`config.mk`:
```
export PLATFORM = sky130hd
export DESIGN_NAME = tcp_congestion_window_control
export DESIGN_NICKNAME = d
export VERILOG_FILES = /design/src/hw/rtl/tcwc_pkg.sv /design/src/hw/rtl/tcwc_ctrl.sv /design/src/hw/rtl/tcwc_dpath.sv /design/src/hw/rtl/tcp_congestion_window_control.sv
export SDC_FILE = /design/constraint.sdc
export NUM_CORES = 1
export LEC_CHECK = 0
export ABC_AREA = 1
export ABC_CLOCK_PERIOD_IN_PS = 19200
export BUFFER_PORTS_ARGS = -buffer_cell sky130_fd_sc_hd__buf_2
export CORE_MARGIN = 2
export CORE_UTILIZATION = 62
export DETAILED_ROUTE_END_ITERATION = 12
export GPL_TIMING_DRIVEN = 0
export HOLD_SLACK_MARGIN = 0.15
export PLACE_DENSITY_LB_ADDON = 0.12
export SLEW_MARGIN = 20
export SYNTH_ARGS = -nofsm -noshare
export SYNTH_HDL_FRONTEND = slang
export SYNTH_SLANG_ARGS = --single-unit
```
`constraint.sdc`:
```
create_clock -name i_clk -period 19.2 [get_ports i_clk]
set_clock_uncertainty 0.2 [all_clocks]
set_input_delay 0.96 -clock i_clk [delete_from_list [all_inputs] [get_ports i_clk]]
set_output_delay 0.96 -clock i_clk [all_outputs]
set_load 0.01 [all_outputs]
```
`src/hw/rtl/tcwc_pkg.sv`:
```
// tcwc_pkg: shared types, register map, command codes and reset values for
// the congestion window block. No dependencies.
package tcwc_pkg;

    // Default fraction width of window and threshold (Q8.FRACTION_BITS)
    localparam int FRACTION_BITS_DEF = 16;

    // Event codes
    localparam logic [1:0] CMD_SEND    = 2'd0;
    localparam logic [1:0] CMD_ACK     = 2'd1;
    localparam logic [1:0] CMD_ROUND   = 2'd2;
    localparam logic [1:0] CMD_TIMEOUT = 2'd3;

    // Register indexes (byte address = 4 * index)
    localparam logic [2:0] REG_SEG_SIZE   = 3'd0;
    localparam logic [2:0] REG_START_SEQ  = 3'd1;
    localparam logic [2:0] REG_INIT_THR   = 3'd2;
    localparam logic [2:0] REG_TOTAL_LEN  = 3'd3;
    localparam logic [2:0] REG_DUP_LIMIT  = 3'd4;

    // Register reset values
    localparam logic [3:0]  RST_SEG_SIZE  = 4'd2;
    localparam logic [15:0] RST_START_SEQ = 16'd257;
    localparam logic [7:0]  RST_INIT_THR  = 8'd16;
    localparam logic [15:0] RST_TOTAL_LEN = 16'd0;
    localparam logic [3:0]  RST_DUP_LIMIT = 4'd3;

    localparam logic [7:0]  DUP_MAX = 8'd255;

    typedef struct packed {
        logic [1:0]  command;
        logic [15:0] ack_number;
    } t_in_item;

    typedef struct packed {
        logic [15:0] segment_sequence;
        logic [23:0] window_value;
        logic [23:0] threshold_value;
        logic [8:0]  window_segments;
        logic        round_complete;
        logic        reduced;
        logic        finished;
    } t_out_item;

    // Register write request from the bus port
    typedef struct packed {
        logic        en;
        logic [2:0]  idx;
        logic [31:0] data;
    } t_cfg_wr;

    // Register contents for readback
    typedef struct packed {
        logic [3:0]  seg_size;
        logic [15:0] start_seq;
        logic [7:0]  init_thr;
        logic [15:0] total_len;
        logic [3:0]  dup_limit;
    } t_cfg_regs;

    // Controller -> datapath
    typedef struct packed {
        logic capture;
        logic div_init;
        logic div_step;
        logic commit;
    } t_dp_cmd;

    // Datapath -> controller
    typedef struct packed {
        logic need_div;
        logic div_done;
    } t_dp_stat;

endpackage

```
`src/hw/rtl/tcwc_ctrl.sv`:
```
// tcwc_ctrl: sequencing state machine and output-valid flag.
// Depends on tcwc_pkg.
module tcwc_ctrl
    import tcwc_pkg::*;
(
    input  logic     i_clk,
    input  logic     i_rst_n,
    input  logic     i_in_valid,
    output logic     o_in_ready,
    output logic     o_out_valid,
    input  logic     i_out_ready,
    input  t_dp_stat i_stat,
    output t_dp_cmd  o_cmd
);

    typedef enum logic [1:0] {
        S_IDLE,
        S_EVAL,
        S_DIV,
        S_WRITE
    } t_state;

    t_state r_state;
    t_state n_state;
    logic   r_out_valid;

    always_comb begin
        o_cmd   = '0;
        n_state = r_state;
        unique case (r_state)
            S_IDLE: begin
                if (i_in_valid) begin
                    o_cmd.capture = 1'b1;
                    n_state       = S_EVAL;
                end
            end
            S_EVAL: begin
                if (i_stat.need_div) begin
                    o_cmd.div_init = 1'b1;
                    n_state        = S_DIV;
                end else begin
                    n_state = S_WRITE;
                end
            end
            S_DIV: begin
                if (i_stat.div_done) begin
                    n_state = S_WRITE;
                end else begin
                    o_cmd.div_step = 1'b1;
                end
            end
            S_WRITE: begin
                // result slot free or draining this cycle
                if (!r_out_valid || i_out_ready) begin
                    o_cmd.commit = 1'b1;
                    n_state      = S_IDLE;
                end
            end
        endcase
    end

    always_ff @(posedge i_clk) begin
        if (!i_rst_n) begin
            r_state     <= S_IDLE;
            r_out_valid <= 1'b0;
        end else begin
            r_state <= n_state;
            if (o_cmd.commit) begin
                r_out_valid <= 1'b1;
            end else if (i_out_ready) begin
                r_out_valid <= 1'b0;
            end
        end
    end

    assign o_in_ready  = (r_state == S_IDLE);
    assign o_out_valid = r_out_valid;

endmodule

```
`src/hw/rtl/tcwc_dpath.sv`:
```
// tcwc_dpath: config registers, connection state, restoring reciprocal
// divider and result register. Depends on tcwc_pkg.
module tcwc_dpath
    import tcwc_pkg::*;
#(
    parameter int FRACTION_BITS = FRACTION_BITS_DEF
) (
    input  logic      i_clk,
    input  logic      i_rst_n,
    input  t_in_item  i_in_data,
    input  t_cfg_wr   i_cfg_wr,
    input  t_dp_cmd   i_cmd,
    output t_dp_stat  o_stat,
    output t_cfg_regs o_cfg_regs,
    output t_out_item o_out_data
);

    localparam int WB = 8 + FRACTION_BITS;
    localparam int QW = FRACTION_BITS + 1;
    localparam int CW = $clog2(FRACTION_BITS + 2);
    localparam logic [WB-1:0] WinOne = WB'(1) << FRACTION_BITS;
    localparam logic [WB-1:0] WinMax = '1;

    function automatic logic [WB-1:0] sat_add(input logic [WB-1:0] a,
                                              input logic [WB-1:0] b);
        logic [WB:0] s;
        s = {1'b0, a} + {1'b0, b};
        return s[WB] ? WinMax : s[WB-1:0];
    endfunction

    // config
    logic [3:0]  r_seg_size;
    logic [15:0] r_start_seq;
    logic [7:0]  r_init_thr;
    logic [15:0] r_total_len;
    logic [3:0]  r_dup_limit;

    // connection state
    logic [15:0]   r_next_seq, n_next_seq;
    logic [WB-1:0] r_window,   n_window;
    logic [WB-1:0] r_thresh,   n_thresh;
    logic [15:0]   r_prev_ack, n_prev_ack;
    logic [7:0]    r_dup_cnt,  n_dup_cnt;
    logic [15:0]   r_lowest,   n_lowest;
    logic [15:0]   r_highest,  n_highest;

    // captured event
    logic [1:0]  r_cmd;
    logic [15:0] r_ack;

    // divider
    logic [7:0]    r_rem;
    logic [QW-1:0] r_quo;
    logic [7:0]    r_dvs;
    logic [CW-1:0] r_div_cnt;
    logic [8:0]    rem_sh;
    logic          q_bit;
    logic [7:0]    whole;

    logic          below;
    logic          fin_now;
    logic          fin_next;
    logic          sent;
    logic          cut;
    logic          do_reduce;
    logic [WB-1:0] half;
    logic [WB-1:0] red_thr;
    logic [WB-1:0] win_grown;
    logic [WB:0]   win_ceil;
    t_out_item     n_out;
    t_out_item     r_out;

    assign below   = r_window < r_thresh;
    assign fin_now = (r_next_seq - r_start_seq) >= r_total_len;
    assign half    = r_window >> 1;
    assign red_thr = (half > WinOne) ? half : WinOne;
    assign whole   = r_window[WB-1:FRACTION_BITS];

    assign win_grown = sat_add(r_window, below ? WinOne : WB'(r_quo));

    assign o_stat.need_div = (r_cmd == CMD_ACK) && (r_ack != r_prev_ack) && !below;
    assign o_stat.div_done = (r_div_cnt == '0);

    // one restoring step: shift in next dividend bit from quotient MSB
    assign rem_sh = {r_rem, r_quo[QW-1]};
    assign q_bit  = rem_sh >= {1'b0, r_dvs};

    always_comb begin
        n_next_seq = r_next_seq;
        n_window   = r_window;
        n_thresh   = r_thresh;
        n_prev_ack = r_prev_ack;
        n_dup_cnt  = r_dup_cnt;
        n_lowest   = r_lowest;
        n_highest  = r_highest;
        sent       = 1'b0;
        cut        = 1'b0;
        do_reduce  = 1'b0;
        unique case (r_cmd)
            CMD_SEND: begin
                if (!fin_now) begin
                    sent       = 1'b1;
                    n_highest  = r_next_seq;
                    n_next_seq = r_next_seq + 16'(r_seg_size);
                end
            end
            CMD_ACK: begin
                if (r_ack == r_prev_ack) begin
                    if (r_dup_cnt != DUP_MAX) begin
                        n_dup_cnt = r_dup_cnt + 8'd1;
                    end
                end else begin
                    n_dup_cnt = '0;
                    n_window  = win_grown;
                    n_lowest  = r_ack;
                end
                n_prev_ack = r_ack;
            end
            CMD_ROUND: begin
                do_reduce = r_dup_cnt >= 8'(r_dup_limit);
            end
            CMD_TIMEOUT: begin
                do_reduce = 1'b1;
            end
        endcase
        if (do_reduce) begin
            n_thresh   = red_thr;
            n_window   = WinOne;
            n_next_seq = r_lowest;
            cut        = 1'b1;
        end
    end

    assign fin_next = (n_next_seq - r_start_seq) >= r_total_len;
    assign win_ceil = {1'b0, n_window} + {1'b0, WinOne - WB'(1)};

    always_comb begin
        n_out.segment_sequence = sent ? r_next_seq : n_next_seq;
        n_out.window_value     = 24'(n_window);
        n_out.threshold_value  = 24'(n_thresh);
        n_out.window_segments  = win_ceil[WB:FRACTION_BITS];
        n_out.round_complete   = n_lowest > n_highest;
        n_out.reduced          = cut;
        n_out.finished         = fin_next;
    end

    always_ff @(posedge i_clk) begin
        if (!i_rst_n) begin
            r_seg_size  <= RST_SEG_SIZE;
            r_start_seq <= RST_START_SEQ;
            r_init_thr  <= RST_INIT_THR;
            r_total_len <= RST_TOTAL_LEN;
            r_dup_limit <= RST_DUP_LIMIT;
            r_next_seq  <= RST_START_SEQ;
            r_window    <= WinOne;
            r_thresh    <= WB'(RST_INIT_THR) << FRACTION_BITS;
            r_prev_ack  <= '0;
            r_dup_cnt   <= '0;
            r_lowest    <= RST_START_SEQ;
            r_highest   <= '0;
            r_div_cnt   <= '0;
        end else begin
            if (i_cfg_wr.en) begin
                unique case (i_cfg_wr.idx)
                    REG_SEG_SIZE:  r_seg_size <= i_cfg_wr.data[3:0];
                    REG_START_SEQ: begin
                        r_start_seq <= i_cfg_wr.data[15:0];
                        r_next_seq  <= i_cfg_wr.data[15:0];
                        r_lowest    <= i_cfg_wr.data[15:0];
                    end
                    REG_INIT_THR: begin
                        r_init_thr <= i_cfg_wr.data[7:0];
                        r_thresh   <= WB'(i_cfg_wr.data[7:0]) << FRACTION_BITS;
                    end
                    REG_TOTAL_LEN: r_total_len <= i_cfg_wr.data[15:0];
                    REG_DUP_LIMIT: r_dup_limit <= i_cfg_wr.data[3:0];
                    default: ;
                endcase
            end else if (i_cmd.commit) begin
                r_next_seq <= n_next_seq;
                r_window   <= n_window;
                r_thresh   <= n_thresh;
                r_prev_ack <= n_prev_ack;
                r_dup_cnt  <= n_dup_cnt;
                r_lowest   <= n_lowest;
                r_highest  <= n_highest;
            end
            if (i_cmd.div_init) begin
                r_div_cnt <= CW'(QW);
            end else if (i_cmd.div_step) begin
                r_div_cnt <= r_div_cnt - CW'(1);
            end
        end
    end

    // payload, divider and result registers
    always_ff @(posedge i_clk) begin
        if (i_cmd.capture) begin
            r_cmd <= i_in_data.command;
            r_ack <= i_in_data.ack_number;
        end
        if (i_cmd.div_init) begin
            r_rem <= '0;
            r_quo <= QW'(1) << FRACTION_BITS;
            r_dvs <= (whole == '0) ? 8'd1 : whole;
        end else if (i_cmd.div_step) begin
            r_rem <= q_bit ? 8'(rem_sh - {1'b0, r_dvs}) : rem_sh[7:0];
            r_quo <= {r_quo[QW-2:0], q_bit};
        end
        if (i_cmd.commit) begin
            r_out <= n_out;
        end
    end

    assign o_out_data = r_out;

    assign o_cfg_regs.seg_size  = r_seg_size;
    assign o_cfg_regs.start_seq = r_start_seq;
    assign o_cfg_regs.init_thr  = r_init_thr;
    assign o_cfg_regs.total_len = r_total_len;
    assign o_cfg_regs.dup_limit = r_dup_limit;

endmodule

```
`src/hw/rtl/tcp_congestion_window_control.sv`:
```
// tcp_congestion_window_control: top level, bus register port, controller
// and datapath. Depends on tcwc_pkg, tcwc_ctrl, tcwc_dpath.
//
// Channel   Direction  Handshake                         Payload
// event     in         i_in_valid / o_in_ready           i_in_data  (t_in_item)
// result    out        o_out_valid / i_out_ready         o_out_data (t_out_item)
// config    in         psel, penable, pwrite, pready     paddr, pwdata / prdata
//
// An event goes through capture, evaluate and write; the write loads the output register.
// A fresh ack in congestion avoidance adds a divide between evaluate and write: FRACTION_BITS+1
// divider steps, then a done check. Window and threshold are Q8.16 by default.
// Next event is taken once the result is written to the output register,
// even while that result still waits; a stalled output holds the write step.
// Synchronous active-low reset loads defaults and connection state.
module tcp_congestion_window_control
    import tcwc_pkg::*;
#(
    parameter int FRACTION_BITS = FRACTION_BITS_DEF
) (
    input  logic        i_clk,
    input  logic        i_rst_n,
    // event channel
    input  logic        i_in_valid,
    output logic        o_in_ready,
    input  t_in_item    i_in_data,
    // result channel
    output logic        o_out_valid,
    input  logic        i_out_ready,
    output t_out_item   o_out_data,
    // register port
    input  logic        psel,
    input  logic        penable,
    input  logic        pwrite,
    input  logic [4:0]  paddr,
    input  logic [31:0] pwdata,
    output logic [31:0] prdata,
    output logic        pready
);

    t_dp_cmd   dp_cmd;
    t_dp_stat  dp_stat;
    t_cfg_wr   cfg_wr;
    t_cfg_regs cfg_regs;

    // Register write lands in the access phase
    assign pready      = 1'b1;
    assign cfg_wr.en   = psel && penable && pwrite && pready;
    assign cfg_wr.idx  = paddr[4:2];
    assign cfg_wr.data = pwdata;

    // Readback, zero-extended; unmapped addresses read zero
    always_comb begin
        unique case (paddr[4:2])
            REG_SEG_SIZE:  prdata = 32'(cfg_regs.seg_size);
            REG_START_SEQ: prdata = 32'(cfg_regs.start_seq);
            REG_INIT_THR:  prdata = 32'(cfg_regs.init_thr);
            REG_TOTAL_LEN: prdata = 32'(cfg_regs.total_len);
            REG_DUP_LIMIT: prdata = 32'(cfg_regs.dup_limit);
            default:       prdata = '0;
        endcase
    end

    tcwc_ctrl u_ctrl (
        .i_clk       (i_clk),
        .i_rst_n     (i_rst_n),
        .i_in_valid  (i_in_valid),
        .o_in_ready  (o_in_ready),
        .o_out_valid (o_out_valid),
        .i_out_ready (i_out_ready),
        .i_stat      (dp_stat),
        .o_cmd       (dp_cmd)
    );

    tcwc_dpath #(
        .FRACTION_BITS (FRACTION_BITS)
    ) u_dpath (
        .i_clk      (i_clk),
        .i_rst_n    (i_rst_n),
        .i_in_data  (i_in_data),
        .i_cfg_wr   (cfg_wr),
        .i_cmd      (dp_cmd),
        .o_stat     (dp_stat),
        .o_cfg_regs (cfg_regs),
        .o_out_data (o_out_data)
    );

`ifndef SYNTHESIS
    // One event in flight: no second transfer right after a capture
    a_single_event: assert property (@(posedge i_clk) disable iff (!i_rst_n)
        (i_in_valid && o_in_ready) |=> !o_in_ready)
        else $error("event taken while previous one in flight");

    // A fresh result only follows a commit
    a_valid_from_commit: assert property (@(posedge i_clk) disable iff (!i_rst_n)
        $rose(o_out_valid) |-> $past(dp_cmd.commit))
        else $error("result valid without commit");

    // Divider never stepped past its last bit
    a_div_bounded: assert property (@(posedge i_clk) disable iff (!i_rst_n)
        dp_cmd.div_step |-> !dp_stat.div_done)
        else $error("divider stepped after completion");

    // Window never drops below one segment
    a_window_min: assert property (@(posedge i_clk) disable iff (!i_rst_n)
        o_out_valid |-> (o_out_data.window_segments != 9'd0))
        else $error("window below one segment");
`endif

endmodule

```
# --- Word-level counts from Yosys, hierarchy flattened ---
# Index checks and enable logic that the tools add are counted.
word_totals:
  regBits: 303
  input_bits: 62
  output_inout_bits: 111
  elab_cells: 139
op_classes:
  add_sub_neg: 8
  n_lt_le_gt_ge: 7
  n_eq_ne: 19
  mux: 48
  bitwise: 2
  reduce_logical: 27
ops:
  columns: ["cell", "n"]
  rows:
  - ["2-to-1 mux 16 bit", 13]
  - ["2-to-1 mux 24 bit", 8]
  - ["case mux 16 bit (5 select lines)", 1]
  - [">= comparator 16 bit", 2]
  - ["subtractor 16 bit", 2]
  - ["adder 24 x 16 -> 25 bit, second input constant", 1]
  - ["adder 24 x 24 -> 25 bit", 1]
  - ["less-than comparator 24 bit", 1]
  - ["2-to-1 mux 8 bit", 3]
  - ["greater-than comparator 23 x 17 -> 1 bit, second input constant", 1]
  - ["2-to-1 mux 23 bit", 1]
  - ["2-to-1 mux 17 bit", 1]
  - ["adder 16 x 4 -> 16 bit", 1]
  - ["equality test 16 bit", 1]
  - ["greater-than comparator 16 bit", 1]
  - ["inequality test 16 bit", 1]
  - ["AND reduction 2 bit", 8]
  - ["2-to-1 mux 1 bit", 14]
  - ["2-to-1 mux 5 bit", 2]
  - [">= comparator 9 x 8 -> 1 bit", 1]
  - ["adder 8 x 1 -> 8 bit, second input constant", 1]
  - ["equality test 2 bit, second input constant", 4]
  - [">= comparator 8 x 4 -> 1 bit", 1]
  - ["zero test 8 bit", 1]
  - ["23 further kinds", 40]

# --- Depth between registers and ports, before layout ---
# Gate-level depths: netlist (run 1).
depth:
  ltp_word: 8
  ltp_mapped: 46
  depth_no_buf: 45

# --- Modules after synthesis ---
# A second synthesis (run 1) with hierarchy kept.
hier_totals:
  hier_cells: 2588
  hier_area_um2: 18840.6
modules_own_cells:
  columns: ["module", "instances", "cells_each", "area_each_um2", "seq_area_each_um2"]
  rows:
  - ["tcwc_dpath", 1, 2439, 18034.8, 7026.7]
  - ["tcp_congestion_window_control", 1, 113, 566.8, 0.0]
  - ["tcwc_ctrl", 1, 36, 239.0, 60.1]

# --- Worst setup path after synthesis (run 1) ---
# OpenSTA, ideal clock, no wires.
synth_timing:
  kind: "register -> register"
  startpoint: "register u_dpath.r_next_seq[0]"
  endpoint: "register u_dpath.r_out (netlist bit u_dpath.o_out_data[0]) (data pin)"
  setup_ns: 0.261
  t_arrival_ns: 5.922
  slack_ns: 12.817
  path_stages_with_launch: 45
  n_path_buf: 1
  path_cell_list: "dfxtp_1 > inv_1 > ha_1 > fa_1 > nand3b_1 > and2_1 > o221ai_1 > a21o_1 > a21oi_1 > o21ai_0 > xor2_1 > inv_1 > ha_1 > nand2_1 > nor4_1 > nand2_1 > and2_1 > nand3_1 > (+9 left out) > nand2_1 > nand2_1 > nand2_1 > nand2_1 > nand2_1 > a21oi_1 > o21ai_0 > nand2_1 > nand2_1 > a21oi_1 > xnor2_1 > ha_1 > nand2_1 > inv_1 > nand3_1 > inv_1 > a21oi_1 > nand3_1"
synth_between:
  elab_chain_cells: 7
  elab_cells_between_ends: 8
  classes_between: "3 x add/sub; 2 x order compare; 3 x mux"
synth_rtl:
  columns: ["item", "line_no", "text"]
  rows:
  - ["from (decl)", "tcwc_dpath.sv:39", "logic [15:0] r_next_seq, n_next_seq;"]
  - ["from (signal assigned)", "tcwc_dpath.sv:168", "r_next_seq <= i_cfg_wr.data[15:0];"]
  - ["from (signal assigned)", "tcwc_dpath.sv:180", "r_next_seq <= n_next_seq;"]
  - ["subtractor 16 bit", "tcwc_dpath.sv:74", "assign fin_now = (r_next_seq - r_start_seq) >= r_total_len;"]
  - [">= comparator 16 bit", "tcwc_dpath.sv:74", null]
  - ["2-to-1 mux 16 bit", "tcwc_dpath.sv:101", "if (!fin_now) begin"]
  - ["2-to-1 mux 16 bit *", "tcwc_dpath.sv:99", "unique case (r_cmd)"]
  - ["2-to-1 mux 16 bit *", "tcwc_dpath.sv:126", "if (do_reduce) begin"]
  - ["subtractor 16 bit *", "tcwc_dpath.sv:134", "assign fin_next = (n_next_seq - r_start_seq) >= r_total_len;"]
  - [">= comparator 16 bit *", "tcwc_dpath.sv:134", null]
  - ["net u_dpath.fin_next", "tcwc_dpath.sv:62", "logic fin_next;"]
  - ["to (signal assigned)", "tcwc_dpath.sv:211", "r_out <= n_out;"]
  - ["to (decl)", "tcwc_dpath.sv:71", "t_out_item r_out;"]
# The timed path passes the listed nets; every way through them passes the cells marked *.
# A chain may end at the register's enable or synchronous reset.

# --- Worst setup path after layout (run 1) ---
layout_timing:
  startpoint: "register u_dpath.r_next_seq[1]"
  endpoint: "register u_dpath.r_out (netlist bit u_dpath.o_out_data[0]) (data pin)"
# The elaborated chain is that of the path after synthesis.

==> flow_summary.rst, run 1 <==
.. list-table::
   :header-rows: 1

   * - Metric
     - Value
   * - Net count reported at finish
     - 2943
   * - Max-slew headroom
     - 0.3710
   * - Post-route fraction of the period consumed by the critical path
     - 0.4054
   * - Cell at the slowest stage of the critical path
     - dfxtp_1
   * - WHS Path Cells
     - 2
   * - Clk buf depth
     - 3
   * - Power consumption
     - 0.003086 W
   * - CTS H-tree lvls
     - 2
   * - Number of placed instances with taps included
     - 3089
   * - Library cells used by synthesis
     - 59
   * - Initial core utilization
     - 0.6339
   * - Count of antenna-violating nets left after detailed routing
     - 0
   * - Global-route usage over all layers
     - 0.3793
   * - Sequential cell area fraction in the yosys report
     - 0.3742
   * - Fraction of final layout cells with drive strength greater than 1
     - 0.1147
   * - Worst Reg-to-Reg Cells
     - 42
   * - Clock latency on the worst-skew pair
     - 530 ps
   * - Number of vias after detailed routing
     - 18620
   * - Number of remaining DRC errors
     - 0
   * - RSZ-0062 raised after global routing
     - no
   * - DPL Wire Length
     - 47140 um
   * - Site Rows
     - 63
   * - Max-capacitance violation count
     - 0
   * - CTS buffer count
     - 35
   * - Post-synth EDFFs
     - 102
   * - Non-Filler Cell Area, Final
     - 21450 um^2
   * - Register bit count reported by yosys
     - 303
   * - Final total negative setup slack
     - 0 ps
   * - Most numerous cell types in the synthesized netlist
     - nand2_1, inv_1, a21oi_1
   * - Run status
     - finished clean
   * - Total die area
     - 31960 um^2
   * - Pre-antenna DRT Iters
     - 5
   * - Number of cells in the finished layout apart from fillers
     - 3157
   * - Max rail drop VDD
     - 0.1015 mV
   * - Type of the worst setup path
     - reg -> reg
   * - Area Growth Syn to Fin
     - 13.27%
   * - Most common cell type on the critical path
     - nand2_1
   * - Worst hold margin
     - 268.8 ps
   * - Maximum number of pins on one net before global-route repair
     - 58
   * - Average via count per standard cell
     - 5.898
   * - Synth area leader
     - dfxtp_1
   * - Number of antenna violations at the first check in global routing
     - 6
   * - Leftover overflow at the end of global routing
     - 0
   * - Startpoint type of the worst setup path
     - register
   * - Cell area after technology mapping
     - 18940 um^2
   * - Syn_area_per_cell
     - 7.438 um^2
   * - Number of global-route vias before repair
     - 17030
   * - I/O Buffers
     - 137
   * - Count of fill cells added during filler insertion
     - 2481
   * - Max-slew violation count
     - 0
   * - Arrival @ worst endpoint
     - 7840 ps
   * - Layer with the highest usage after global routing
     - met2
   * - Placed cell areas
     - 20200 um^2
   * - Root buf cell
     - clkbuf_16
   * - Hold-fix buffers at CTS
     - 0
   * - Met2 track utilization from global routing
     - 0.5679
   * - Top fanout value on the critical path
     - 10
   * - Average wire length per cell after detail routing
     - 19.49 um
   * - CTS resizes
     - 0
   * - Global-route wire length before repair
     - 92720 um
   * - Top cell type's share of synthesized area
     - 0.2125
   * - Count of final setup violators
     - 0
   * - Critical Path RT
     - 19250 ps
   * - Peak per-stage delay on the critical path
     - 500 ps
   * - Clock tree from TritonCTS
     - yes
   * - Power density of the placed cells
     - 143.9 nW/um^2
   * - Upper clock frequency limit
     - 128.5 MHz
   * - Count of warnings emitted by yosys
     - 0
   * - Chip Width
     - 178.8 um
   * - Buffer count from post-CTS setup fixing
     - 0
   * - Clock-pin transition on the worst setup and hold timing paths
     - 60 ps
   * - Leakage
     - 9.823 nW
   * - Async set-reset flop share out of synthesis
     - 0
   * - Count leader, synth
     - nand2_1
   * - Post-synthesis instance total
     - 2546
   * - Final hold violation count
     - 0
   * - Ranking of synthesized cells by area
     - dfxtp_1, edfxtp_1, nand2_1
   * - Time the worst path needs with I/O delays and setup
     - 7783 ps
   * - Grt met1 use
     - 0.5297
   * - Class of the most critical hold timing path
     - reg -> reg
   * - Number of primary I/O pins
     - 173
   * - Final WL
     - 61520 um
   * - Met3 global-route usage
     - 0.09521
   * - Core outline area
     - 29870 um^2
   * - Synth Flop Type
     - dfxtp_1
   * - Die height
     - 178.8 um
   * - Worst setup EP type
     - register
   * - Placer's final routability congestion estimate
     - 0.9973
   * - Number of DRC markers in iteration 0
     - 2013
   * - Num Clock Sinks
     - 303
   * - Actual slew at the worst max-slew pin
     - 943.5 ps
==> flip-flops by register name, summed over array words and instances (netlist names), 16 cells and up <==
signal / cells
u_dpath.o_out_data: 76
u_dpath.r_ack: 16
u_dpath.r_start_seq: 16
u_dpath.r_quo: 17
u_dpath.r_total_len: 16
u_dpath.r_thresh: 24
u_dpath.r_next_seq: 16
u_dpath.r_lowest: 16
u_dpath.r_prev_ack: 16
u_dpath.r_window: 24
u_dpath.r_highest: 16
==> cell families (layout without fill, tap and decap cells) <==
logic type,count (synthesis),in the layout,share of synthesized area
buf+inv,496,698,0.1068
xor+xnor,50,50,0.02313
other cells,2,21,0.0003966
flops,303,303,0.3742
fa+ha+maj,145,145,0.09779
compound gates,583,583,0.1754
simple gates,967,967,0.2223
==> critical path, delay by kind of cell (launching register included) <==
family,cells,cell delay [ps]
compound gates,10,1700
xor+xnor,2,320
fa+ha+maj,4,1360
buf+inv,7,930
flops,1,500
simple gates,19,2510
==> layout by cell type, fill, tap and decap left out, types with 44 or more instances in the layout <==
cell	netlist	final
a21oi_1	245	245
buf_2	15	152
clkbuf_1	70	72
dfxtp_1	201	201
edfxtp_1	102	102
ha_1	140	140
inv_1	364	363
nand2_1	574	574
nand3_1	111	111
nor2_1	153	153
o211ai_1	44	44
o21ai_0	195	195
==> power breakdown <==
| group | total, W | internal, W | switching, W |
|---|---|---|---|
| Combinational | 0.00148 | 0.000517 | 0.000963 |
| Clock | 0.000722 | 0.000429 | 0.000292 |
| Sequential | 0.000884 | 0.000792 | 0.0000926 |
| Total | 0.00309 | 0.00174 | 0.00135 |
==> per-layer routing <==
layer	vias to the layer above	share of wire
li1	8814	-
met5	-	0.00021
met1	8559	0.42
met2	1074	0.42
met3	171	0.12
met4	2	0.036
==> path summary, 6_finish.rpt <==
path / start / to / slack (ps)
max: u_dpath.r_next_seq[1] / u_dpath.o_out_data[0] / 11420
min: u_dpath.r_thresh[14] / u_dpath.r_thresh[14] / 270
max reg2reg: u_dpath.r_next_seq[1] / u_dpath.o_out_data[0] / 11420
min reg2reg: u_dpath.r_thresh[14] / u_dpath.r_thresh[14] / 270
==> layout make-up <==
class,count,area (um^2),area share
well taps,390,488.0,0.02275
multi-input cells,1762,9884,0.4608
diodes,4,10.01,0.0004666
clock buffers,43,999.7,0.04661
plain buffers,116,586.8,0.02736
repair buffers,138,713.2,0.03325
flip-flops and latches,303,7087,0.3304
inverters,380,1438,0.06702
clock inverters,21,244.0,0.01137
==> per-stage QoR <==
step	utilization	setup WS, ps
after global placement	0.6750	11740
after global routing	0.7179	10880
after floorplan	-	12820
final	0.7180	11420
after detailed placement	0.6760	11640
after CTS	0.7177	11610
Note: power is estimated with default switching activity, not from simulation.
==> inputs of run 2 (changes only) <==
Settings changed: ABC_CLOCK_PERIOD_IN_PS 19200 to 6600, CORE_UTILIZATION 62 to 55.
Clock period 19.2 ns to 6.6 ns, I/O delays scaled along.
==> run 2 against run 1 <==
  * Worst setup slack lost 11000 ps
  * Routed wire length grew 1.6%
  * Combinational power grew to 3.2 times the previous value
  * Via count is essentially flat
  * Highest routed layer unchanged
  * Fmax grew 19%
  * Count of clock-buffer cells in the layout grew 6
  * Largest cell class unchanged
  * Total power grew to 3.0 times the previous value
==> flow_summary.rst, run 2 (same netlist as run 1, synthesis figures left out) <==
.. list-table::
   :header-rows: 1

   * - Metric
     - Value
   * - RSZ-0062 raised after global routing
     - yes (was no)
   * - Site Rows
     - 67 (was 63)
   * - Worst setup EP type
     - register (unchanged)
   * - Average via count per standard cell
     - 5.704 (was 5.898)
   * - Final WL
     - 62520 um (was 61520 um)
   * - Flip-flop count of the largest register after layout
     - 76 (unchanged)
   * - Global-route usage over all layers
     - 0.3412 (was 0.3793)
   * - Number of antenna violations at the first check in global routing
     - 1 (was 6)
   * - Root buf cell
     - clkbuf_16 (unchanged)
   * - Number of cells in the finished layout apart from fillers
     - 3265 (was 3157)
   * - Arrival @ worst endpoint
     - 6620 ps (was 7840 ps)
   * - Upper clock frequency limit
     - 152.9 MHz (was 128.5 MHz)
   * - Count of final setup violators
     - 0 (unchanged)
   * - Maximum number of pins on one net before global-route repair
     - 44 (was 58)
   * - Count of antenna-violating nets left after detailed routing
     - 0 (unchanged)
   * - Max-slew headroom
     - 0.4163 (was 0.3710)
   * - Chip Width
     - 189.6 um (was 178.8 um)
   * - Number of global-route vias before repair
     - 16930 (was 17030)
   * - Global-route wire length before repair
     - 94390 um (was 92720 um)
   * - CTS H-tree lvls
     - 2 (unchanged)
   * - I/O Buffers
     - 137 (unchanged)
   * - Cell at the slowest stage of the critical path
     - fa_2 (was dfxtp_1)
   * - Core outline area
     - 33700 um^2 (was 29870 um^2)
   * - Worst hold margin
     - 194.4 ps (was 268.8 ps)
   * - Max-capacitance violation count
     - 0 (unchanged)
   * - Placed cell areas
     - 20260 um^2 (was 20200 um^2)
   * - Peak per-stage delay on the critical path
     - 390 ps (was 500 ps)
   * - Die height
     - 189.6 um (was 178.8 um)
   * - Startpoint type of the worst setup path
     - register (unchanged)
   * - Number of remaining DRC errors
     - 0 (unchanged)
   * - Final hold violation count
     - 0 (unchanged)
   * - Leakage
     - 10.05 nW (was 9.823 nW)
   * - Placer's final routability congestion estimate
     - 1.009 (was 0.9973)
   * - Number of vias after detailed routing
     - 18620 (about the same)
   * - Critical Path RT
     - 6680 ps (was 19250 ps)
   * - Number of DRC markers in iteration 0
     - 2013 (unchanged)
   * - Power consumption
     - 0.009268 W (was 0.003086 W)
   * - CTS buffer count
     - 35 (unchanged)
   * - Area Growth Syn to Fin
     - 17.75% (was 13.27%)
   * - Clk buf depth
     - 3 (unchanged)
   * - Run status
     - finished clean (unchanged)
   * - Leftover overflow at the end of global routing
     - 0 (unchanged)
   * - Num Clock Sinks
     - 303 (unchanged)
   * - DPL Wire Length
     - 47110 um (was 47140 um)
   * - Top fanout value on the critical path
     - 10 (unchanged)
   * - Power density of the placed cells
     - 415.6 nW/um^2 (was 143.9 nW/um^2)
   * - Number of primary I/O pins
     - 173 (unchanged)
   * - Max rail drop VDD
     - 0.2457 mV (was 0.1015 mV)
   * - Max-slew violation count
     - 0 (unchanged)
   * - Clock latency on the worst-skew pair
     - 540 ps (was 530 ps)
   * - Time the worst path needs with I/O delays and setup
     - 6538 ps (was 7783 ps)
   * - Type of the worst setup path
     - reg -> reg (unchanged)
   * - Fraction of final layout cells with drive strength greater than 1
     - 0.1388 (was 0.1147)
   * - Most common cell after layout, fill and taps aside
     - nand2_1 (unchanged)
   * - Actual slew at the worst max-slew pin
     - 875.5 ps (was 943.5 ps)
   * - Post-route fraction of the period consumed by the critical path
     - 0.9906 (was 0.4054)
   * - Number of placed instances with taps included
     - 3147 (was 3089)
   * - Pre-antenna DRT Iters
     - 8 (was 5)
   * - Initial core utilization
     - 0.5619 (was 0.6339)
   * - Clock tree from TritonCTS
     - yes (unchanged)
   * - Average wire length per cell after detail routing
     - 19.15 um (was 19.49 um)
   * - Non-Filler Cell Area, Final
     - 22300 um^2 (was 21450 um^2)
   * - Total die area
     - 35930 um^2 (was 31960 um^2)
   * - Net count reported at finish
     - 2997 (was 2943)
   * - Clock-pin transition on the worst setup and hold timing paths
     - 60 ps (about the same)
   * - Class of the most critical hold timing path
     - in -> reg (was reg -> reg)
   * - Most frequent cells in the layout
     - nand2_1, inv_1, a21oi_1 (unchanged)
==> run 2: through the flow <==
step / worst slack (ps) / setup TNS (ps) / util
final: 61.82 / 0 / 0.6617
after global routing: -191.7 / -191.7 / 0.6616
after CTS: 16.84 / 0 / 0.6500
after detailed placement: -1044 / -1044 / 0.6012
after global placement: -1003 / -1003 / 0.6006
after floorplan: 217.1 / 0 / -
==> run 2: path summary, 6_finish.rpt <==
check	start	to	slack (ps)	depth (start not counted)
setup / recovery	u_dpath.r_next_seq[0]	u_dpath.o_out_data[0]	60	34
hold / removal	penable	u_dpath.r_dup_limit[1]	190	4
setup reg to reg	u_dpath.r_next_seq[0]	u_dpath.o_out_data[0]	60	34
hold reg to reg	u_dpath.r_thresh[15]	u_dpath.r_thresh[15]	270	2
==> run 2: layer usage <==
metal / wire, um / vias up / global-route usage
met5: 13 / - / 0
met4: 2153 / 2 / 0.1085
met3: 7210 / 151 / 0.07397
met2: 26120 / 1001 / 0.5070
met1: 27020 / 8571 / 0.4946
li1: - / 8899 / -
==> run 2: layout make-up <==
type                            count  area (um^2)
Multi-Input combinational cell   1762        10210
Clock buffer                       49         1011
Clock inverter                     14        127.6
Fill cell                        2975        11400
Buffer                            115        606.8
Antenna cell                        1        2.502
Timing Repair Buffer              193         1239
Tap cell                          448        560.5
Sequential cell                   303         7096
Inverter                          380         1445
==> run 2: timing repair <==
| item | in CTS | in global routing |
|---|---|---|
| pin swaps | 6 | 38 |
| hold buffers | 41 | 0 |
| hold endpoints to repair | 92 | 0 |
| setup endpoints to repair | 1 | 1 |
| gates cloned | 0 | 1 |
| buffers inserted | 2 | 11 |
| gates resized for setup | 29 | 72 |
==> run 2: where the power goes <==
| part | switching (W) | internal [W] | total (W) |
|---|---|---|---|
| combinational | 0.00298 | 0.00176 | 0.00473 |
| clock | 0.000804 | 0.00115 | 0.00195 |
| sequential | 0.000275 | 0.00231 | 0.00258 |
==> run 2: critical path: cells and delay by family, from the launching register on <==
kind,cells,cell delay [ps]
compound gates,11,1740
xor+xnor,1,150
fa+ha+maj,5,1510
buf+inv,4,530
flops,1,360
simple gates,13,1800
